--- config.mk ---
export PLATFORM = sky130hd
export DESIGN_NAME = ps2kws_sine_fill
export DESIGN_NICKNAME = d
export VERILOG_FILES = /design/src/rtl/ps2kws_pkg.sv /design/src/rtl/ps2kws_sine_fill.sv
export SDC_FILE = /design/constraint.sdc
export NUM_CORES = 2
export LEC_CHECK = 0
export BUFFER_PORTS_ARGS = -buffer_cell sky130_fd_sc_hd__buf_4
export CELL_PAD_IN_SITES_DETAIL_PLACEMENT = 0
export CELL_PAD_IN_SITES_GLOBAL_PLACEMENT = 1
export CORE_MARGIN = 2
export CORE_UTILIZATION = 51
export DETAILED_ROUTE_END_ITERATION = 8
export PLACE_DENSITY = 0.9
export RECOVER_POWER = 100
export SKIP_LAST_GASP = 1
export SYNTH_ARGS = -nofsm -noshare
export SYNTH_HDL_FRONTEND = slang
export SYNTH_SLANG_ARGS = --single-unit
--- constraint.sdc ---
create_clock -name clk -period 14 [get_ports clk]
set_input_delay 0 -clock clk [delete_from_list [all_inputs] [get_ports clk]]
set_output_delay 0 -clock clk [all_outputs]
set_load 0.005 [all_outputs]
--- src/rtl/ps2kws_pkg.sv ---
// shared types, key codes and sine-table build constants for the keyed wavetable synth
package ps2kws_pkg;

  // default configuration
  localparam int TABLE_LEN_DEF   = 48000;
  localparam int SAMPLE_BITS_DEF = 24;
  localparam int NOTE_COUNT_DEF  = 8;

  // input beat: scan-code byte or sample tick
  typedef struct packed {
    logic       cmd;
    logic [7:0] scan_code;
  } in_item_t;

  // output beat: one mixed sample with the state it was made from
  typedef struct packed {
    logic signed [31:0] sample;
    logic [7:0]         notes_down;
    logic [3:0]         volume_level;
  } out_item_t;

  // command codes
  localparam logic CMD_KEY  = 1'b0;
  localparam logic CMD_TICK = 1'b1;

  // set-2 key codes
  localparam logic [7:0] CODE_BREAK  = 8'hF0;
  localparam logic [7:0] CODE_VOL_UP = 8'h34;
  localparam logic [7:0] CODE_VOL_DN = 8'h33;

  localparam logic [7:0] NOTE_CODE [8] = '{
    8'h1C, 8'h1B, 8'h23, 8'h2B, 8'h3B, 8'h42, 8'h4B, 8'h4C
  };

  // note pitches in whole hertz
  localparam logic [8:0] NOTE_HZ [8] = '{
    9'd130, 9'd146, 9'd164, 9'd174, 9'd195, 9'd220, 9'd246, 9'd261
  };

  localparam logic [3:0] VOL_RESET = 4'd2;
  localparam logic [3:0] VOL_MAX   = 4'd15;
  localparam logic [3:0] VOL_MIN   = 4'd0;

  // sine build: pi/2 and one in Q30, rounding half
  localparam logic [31:0] HALF_PI_Q30 = 32'd1686629713;
  localparam logic [31:0] ONE_Q30     = 32'h4000_0000;
  localparam logic [63:0] ROUND_Q30   = 64'h0000_0000_2000_0000;

  // taylor term divisors (k-1)*k for odd k = 3..13 and floor(2^32 / divisor)
  localparam logic [2:0] TERM_LAST = 3'd5;
  localparam logic [7:0] TERM_DIV [6] = '{8'd6, 8'd20, 8'd42, 8'd72, 8'd110, 8'd156};
  localparam logic [31:0] TERM_RCP [6] = '{
    32'd715827882, 32'd214748364, 32'd102261126,
    32'd59652323,  32'd39045157,  32'd27531841
  };

  // table build sequencer
  typedef enum logic [3:0] {
    FS_ANG,
    FS_X,
    FS_X2,
    FS_TERM,
    FS_CORR,
    FS_MUL,
    FS_SCALE,
    FS_WRITE,
    FS_DONE
  } fill_state_t;

endpackage

--- src/rtl/ps2kws_sine_fill.sv ---
// sequencer that computes the one-hertz sine table after reset and writes it to ram
module ps2kws_sine_fill import ps2kws_pkg::*; #(
  parameter int TABLE_LEN   = TABLE_LEN_DEF,
  parameter int SAMPLE_BITS = SAMPLE_BITS_DEF
) (
  input  logic                         clk,
  input  logic                         rst_n,
  output logic                         busy,
  output logic                         wr_en,
  output logic [$clog2(TABLE_LEN)-1:0] wr_addr,
  output logic [SAMPLE_BITS-1:0]       wr_data
);

  localparam int AW = $clog2(TABLE_LEN);
  localparam longint unsigned TWO32 = 64'd1 << 32;
  localparam logic [31:0]   STEP_Q   = 32'(TWO32 / TABLE_LEN);
  localparam logic [AW-1:0] STEP_R   = AW'(TWO32 % TABLE_LEN);
  localparam logic [AW:0]   LEN_W    = (AW+1)'(TABLE_LEN);
  localparam logic [AW-1:0] LAST_IDX = AW'(TABLE_LEN - 1);
  localparam logic [31:0]   AMP      = 32'((64'd1 << (SAMPLE_BITS - 1)) - 64'd1);

  fill_state_t        fst_r, fst_nxt;
  logic [AW-1:0]      idx_r, idx_nxt;
  logic [AW-1:0]      rem_r, rem_nxt;
  logic [31:0]        p_r, p_nxt;
  logic [31:0]        x_r, x_nxt;
  logic [31:0]        x2_r, x2_nxt;
  logic [31:0]        t_r, t_nxt;
  logic [31:0]        term_r, term_nxt;
  logic signed [34:0] sum_r, sum_nxt;
  logic [2:0]         j_r, j_nxt;
  logic [63:0]        prod_r;
  logic [31:0]        op_a, op_b;

  logic [1:0]  quad;
  logic [31:0] ang;
  logic [31:0] corr_qe;
  logic [31:0] corr_dv;
  logic [31:0] corr_rm;
  logic [31:0] corr_q;
  logic [31:0] clamp_s;
  logic [63:0] rnd;
  logic [SAMPLE_BITS-1:0] mag;
  logic [AW:0] rem_sum;

  // phase quadrant and quarter angle
  assign quad = p_r[31:30];
  assign ang  = quad[0] ? (ONE_Q30 - {2'b00, p_r[29:0]}) : {2'b00, p_r[29:0]};

  // reciprocal quotient with one correction step
  assign corr_qe = prod_r[63:32];
  assign corr_dv = {24'd0, TERM_DIV[j_r]};
  assign corr_rm = t_r - 32'(corr_qe * corr_dv);
  assign corr_q  = corr_qe + {31'd0, (corr_rm >= corr_dv)};

  // clamp to [0, one]
  always_comb begin
    priority if (sum_r[34]) begin
      clamp_s = '0;
    end else if (sum_r > 35'(ONE_Q30)) begin
      clamp_s = ONE_Q30;
    end else begin
      clamp_s = sum_r[31:0];
    end
  end

  // rounded magnitude
  assign rnd     = prod_r + ROUND_Q30;
  assign mag     = rnd[30 +: SAMPLE_BITS];
  assign rem_sum = {1'b0, rem_r} + {1'b0, STEP_R};

  // shared multiplier, registered
  always_ff @(posedge clk) begin
    prod_r <= op_a * op_b;
  end

  // sequencer next state and datapath
  always_comb begin
    fst_nxt  = fst_r;
    idx_nxt  = idx_r;
    rem_nxt  = rem_r;
    p_nxt    = p_r;
    x_nxt    = x_r;
    x2_nxt   = x2_r;
    t_nxt    = t_r;
    term_nxt = term_r;
    sum_nxt  = sum_r;
    j_nxt    = j_r;
    op_a     = '0;
    op_b     = '0;
    wr_en    = 1'b0;
    wr_data  = quad[1] ? (-mag) : mag;
    unique case (fst_r)
      FS_ANG: begin
        op_a    = ang;
        op_b    = HALF_PI_Q30;
        fst_nxt = FS_X;
      end
      FS_X: begin
        x_nxt   = prod_r[61:30];
        op_a    = prod_r[61:30];
        op_b    = prod_r[61:30];
        fst_nxt = FS_X2;
      end
      FS_X2: begin
        x2_nxt   = prod_r[61:30];
        term_nxt = x_r;
        sum_nxt  = 35'(x_r);
        j_nxt    = '0;
        op_a     = x_r;
        op_b     = prod_r[61:30];
        fst_nxt  = FS_TERM;
      end
      FS_TERM: begin
        t_nxt   = prod_r[61:30];
        op_a    = prod_r[61:30];
        op_b    = TERM_RCP[j_r];
        fst_nxt = FS_CORR;
      end
      FS_CORR: begin
        term_nxt = corr_q;
        if (j_r[0]) begin
          sum_nxt = sum_r + 35'(corr_q);
        end else begin
          sum_nxt = sum_r - 35'(corr_q);
        end
        if (j_r == TERM_LAST) begin
          fst_nxt = FS_SCALE;
        end else begin
          j_nxt   = j_r + 3'd1;
          fst_nxt = FS_MUL;
        end
      end
      FS_MUL: begin
        op_a    = term_r;
        op_b    = x2_r;
        fst_nxt = FS_TERM;
      end
      FS_SCALE: begin
        op_a    = clamp_s;
        op_b    = AMP;
        fst_nxt = FS_WRITE;
      end
      FS_WRITE: begin
        wr_en = 1'b1;
        if (idx_r == LAST_IDX) begin
          fst_nxt = FS_DONE;
        end else begin
          idx_nxt = idx_r + AW'(1);
          if (rem_sum >= LEN_W) begin
            rem_nxt = AW'(rem_sum - LEN_W);
            p_nxt   = p_r + STEP_Q + 32'd1;
          end else begin
            rem_nxt = AW'(rem_sum);
            p_nxt   = p_r + STEP_Q;
          end
          fst_nxt = FS_ANG;
        end
      end
      FS_DONE: begin
        fst_nxt = FS_DONE;
      end
      default: begin
        fst_nxt = FS_DONE;
      end
    endcase
  end

  // state registers
  always_ff @(posedge clk) begin
    if (!rst_n) begin
      fst_r <= FS_ANG;
      idx_r <= '0;
      rem_r <= '0;
      p_r   <= '0;
      j_r   <= '0;
    end else begin
      fst_r <= fst_nxt;
      idx_r <= idx_nxt;
      rem_r <= rem_nxt;
      p_r   <= p_nxt;
      j_r   <= j_nxt;
    end
  end

  // datapath registers
  always_ff @(posedge clk) begin
    x_r    <= x_nxt;
    x2_r   <= x2_nxt;
    t_r    <= t_nxt;
    term_r <= term_nxt;
    sum_r  <= sum_nxt;
  end

  assign busy    = (fst_r != FS_DONE);
  assign wr_addr = idx_r;

  // reciprocal estimate is never more than one short
  a_corr_bound: assert property (@(posedge clk) disable iff (!rst_n)
    (fst_r == FS_CORR) |-> (corr_rm < (corr_dv << 1)))
    else $error("reciprocal quotient off by more than one");

  // phase remainder stays below the table length
  a_rem_range: assert property (@(posedge clk) disable iff (!rst_n)
    ({1'b0, rem_r} < LEN_W))
    else $error("phase remainder out of range");

  // build ends only after the last entry is written
  a_done_last: assert property (@(posedge clk) disable iff (!rst_n)
    $fell(busy) |-> $past(wr_en && (wr_addr == LAST_IDX)))
    else $error("table build ended early");

  // entries are written in order
  a_idx_step: assert property (@(posedge clk) disable iff (!rst_n)
    (wr_en && (wr_addr != LAST_IDX)) |=> (idx_r == $past(idx_r) + AW'(1)))
    else $error("table entry skipped");

endmodule

==> impl_metrics.ini <==
[outcome]
status = finished with violations
failed_checks = max-capacitance violations, max-slew violations

[placement]
gp_congestion = 0.998
portBuffers = 43
hpwl_mm = 131

[worst_setup_path]
cp-start-kind = flop
worstPathRequired_ns = 14.49
crit_fanout = 35
critical_path_class = flop to flop
end_kind = flop
worstPathArrival_ns = 13.75
crit_slowest_cell = clkbuf_1
slowest_delay_ns = 1.52

[yosys]
yosys.cell_types.count = 91
synthFlopType = edfxtp_1
synth_seq_cells = 262
synth.largest_area_cell = fa_1
synth_nets = 7931
yosysWarnings = 0
synth_top_area_frac = 0.375
yosysSeqAreaShare = 0.123
synth_edf_count = 163
synth.area.top_cells = fa_1, ha_1, edfxtp_1, inv_1, nand2_1
synth_area_sq_um = 56100
syn_area_per_cell_sq_um = 8.65
synthCells = 6483
synthArstFlopShare = 0

[clocking]
cts_num_sinks = 262
root_buffer = clkbuf_16
clock_path_buffers = 3
cts_tree = built
htreeDepth = 1
clk_pin_slew_worst_paths_ns = 0.06
cts_buffers = 29
insertion_delay_ns = 0.58

[drt]
viasPerCell = 5.82
ant_nets = 0
routed_wl_mm = 171
vias = 45288
initialDrtViolationCount = 4257
drc_errors = 0
drtPass1Iterations = 9
wl_per_cell_microns = 22.0

[final_layout]
nets = 7789
final_layout_size_suffix_gt1_frac = 0.0369
final_util = 0.539
area_growth_pct = 4.79

[die]
rows = 121
dieHeight_microns = 336
core_area_sq_um = 109000
die_x_microns = 336
start_util = 0.514
io_pins = 44
dieArea_sq_um = 113000

[timing]
fin_crit_ns = 13.25
rsz0062_at_grt = no
maxClockFrequency_mhz = 75.5
setup_tns_ns = 0
clock-skew-final_ns = 0.0234
relSlewSlack = -1.75
worstMarginPinSlew_ns = 4.12
min_period_over_period = 0.947
finalHoldViolCount = 0
finalSetupViolCount = 0
maxSlewViolCount = 439

[grt]
use_met1 = 0.408
grt-busiest-layer = met2
globalRouteTotalUtil = 0.309
grt_overflow = 0
grt_pass1_wl_mm = 268
grt_max_degree = 71
grtUsageMet3 = 0.0735
antenna_found_initial = 4
grt_pass1_vias = 46712
grt_util_met2 = 0.485

[min_path]
hold_class = flop to flop

[run]
cap_viol_max_count = 15
## worst max-delay path, delay by kind of cell, from the launching register on
family / cells / cell delay (ns)
AO/OA/AOI/OAI: 6 / 1.64
adder cells (fa/ha/maj): 9 / 4.42
XOR/XNOR: 1 / 0.16
AND/OR/NAND/NOR: 8 / 2.68
flip-flops: 1 / 0.39
buffers and inverters: 11 / 3.86
## sequential cells by signal, indices dropped and copies added (netlist names)
name / flops
prod_r: 35
sum_r: 35
p_r: 32
t_r: 32
term_r: 32
x2_r: 32
x_r: 32
wr_addr: 16
rem_r: 9
fst_r: 4
j_r: 3
## synthesized netlist by cell type (52+ instances only)
| cell type | instances |
|---|---|
| inv_1 | 1292 |
| nand2_1 | 1178 |
| fa_1 | 1051 |
| ha_1 | 395 |
| clkbuf_1 | 307 |
| nor2_1 | 272 |
| a21oi_1 | 199 |
| o21ai_0 | 180 |
| xnor2_1 | 175 |
| edfxtp_1 | 163 |
| and2_1 | 131 |
| dfxtp_1 | 99 |
| xor2_1 | 99 |
| nand3_1 | 86 |
| nor2b_1 | 74 |
| a21o_1 | 69 |
| nor3_1 | 52 |
## per-stage QoR
step | hold WS [ns] | setup WS (ns) | cell area [sq um] | cells
after floorplan | 0.168 | 2.99 | 56100 | 6483
after global placement | 0.439 | 1.65 | 57900 | 7723
after detailed placement | 0.439 | 1.50 | 57900 | 7723
after CTS | 0.515 | 1.43 | 59000 | 7777
after global routing | 0.544 | 0.176 | 58800 | 7777
final | 0.508 | 0.747 | 58800 | 7779
## cell families (layout without fill, tap and decap cells)
kind of cell / Yosys count / in the layout / synth area share
and+or+nand+nor: 2068 / 2068 / 0.166
buffers and inverters: 1644 / 1524 / 0.111
adders and majority gates: 1447 / 1447 / 0.464
AOI/OAI and AO/OA: 774 / 774 / 0.0907
xor gates and xnor gates: 277 / 277 / 0.0440
DFF: 262 / 262 / 0.123
muxes: 11 / 11 / 0.00203
other: 0 / 2 / 0
## layer usage
metal	routed length [microns]	part of all wire
met4	9420	0.055
met3	18300	0.11
met5	22	0.00013
met1	66700	0.39
met2	76300	0.45
## final cells by class
class / instances / area, sq um
Fill cell: 9997 / 50200
Multi-Input combinational cell: 4577 / 43100
Sequential cell: 262 / 6880
Inverter: 1293 / 4850
Tap cell: 1414 / 1770
Timing Repair Buffer: 178 / 1170
Clock buffer: 37 / 838
Clock inverter: 16 / 161
Antenna cell: 2 / 5.00
## path summary, 6_finish.rpt
path | startpoint | to | slack (ns) | cells past startpoint
max | fst_r[3]$_SDFF_PN0_ | prod_r[61]$_DFF_P_ | 0.75 | 35
max reg2reg | fst_r[3]$_SDFF_PN0_ | prod_r[61]$_DFF_P_ | 0.75 | 35
min reg2reg | rem_r[9]$_SDFFE_PN0P_ | rem_r[9]$_SDFFE_PN0P_ | 0.51 | 2
min | rem_r[9]$_SDFFE_PN0P_ | rem_r[9]$_SDFFE_PN0P_ | 0.51 | 2
## cells in the final DEF, fill, tap and decap left out, types with 31 or more instances in the layout
cell type,n
and2_1,107
buf_4,95
fa_1,1051
nand4_1,42
xnor2_1,175
nand3_1,86
o211ai_1,37
o21ai_0,179
a21o_1,69
nor3_1,51
nor2_1,272
or3_1,32
a31oi_1,31
and3_1,40
inv_1,1292
nand2_1,1175
clkbuf_1,47
edfxtp_1,163
nand2b_1,39
a21oi_1,200
nor2b_1,74
xor2_1,99
clkbuf_4,37
dfxtp_1,98
ha_1,395
clkbuf_16,31
## repair_timing
item,4_1_cts,5_1_grt
setup buffers,0,0
hold buffers,1,0
resized for setup,0,0
endpoints found under the hold margin,3,0
Power is not shown: default switching activity piles up to over one toggle a cycle in this logic, so the estimate is an artifact.
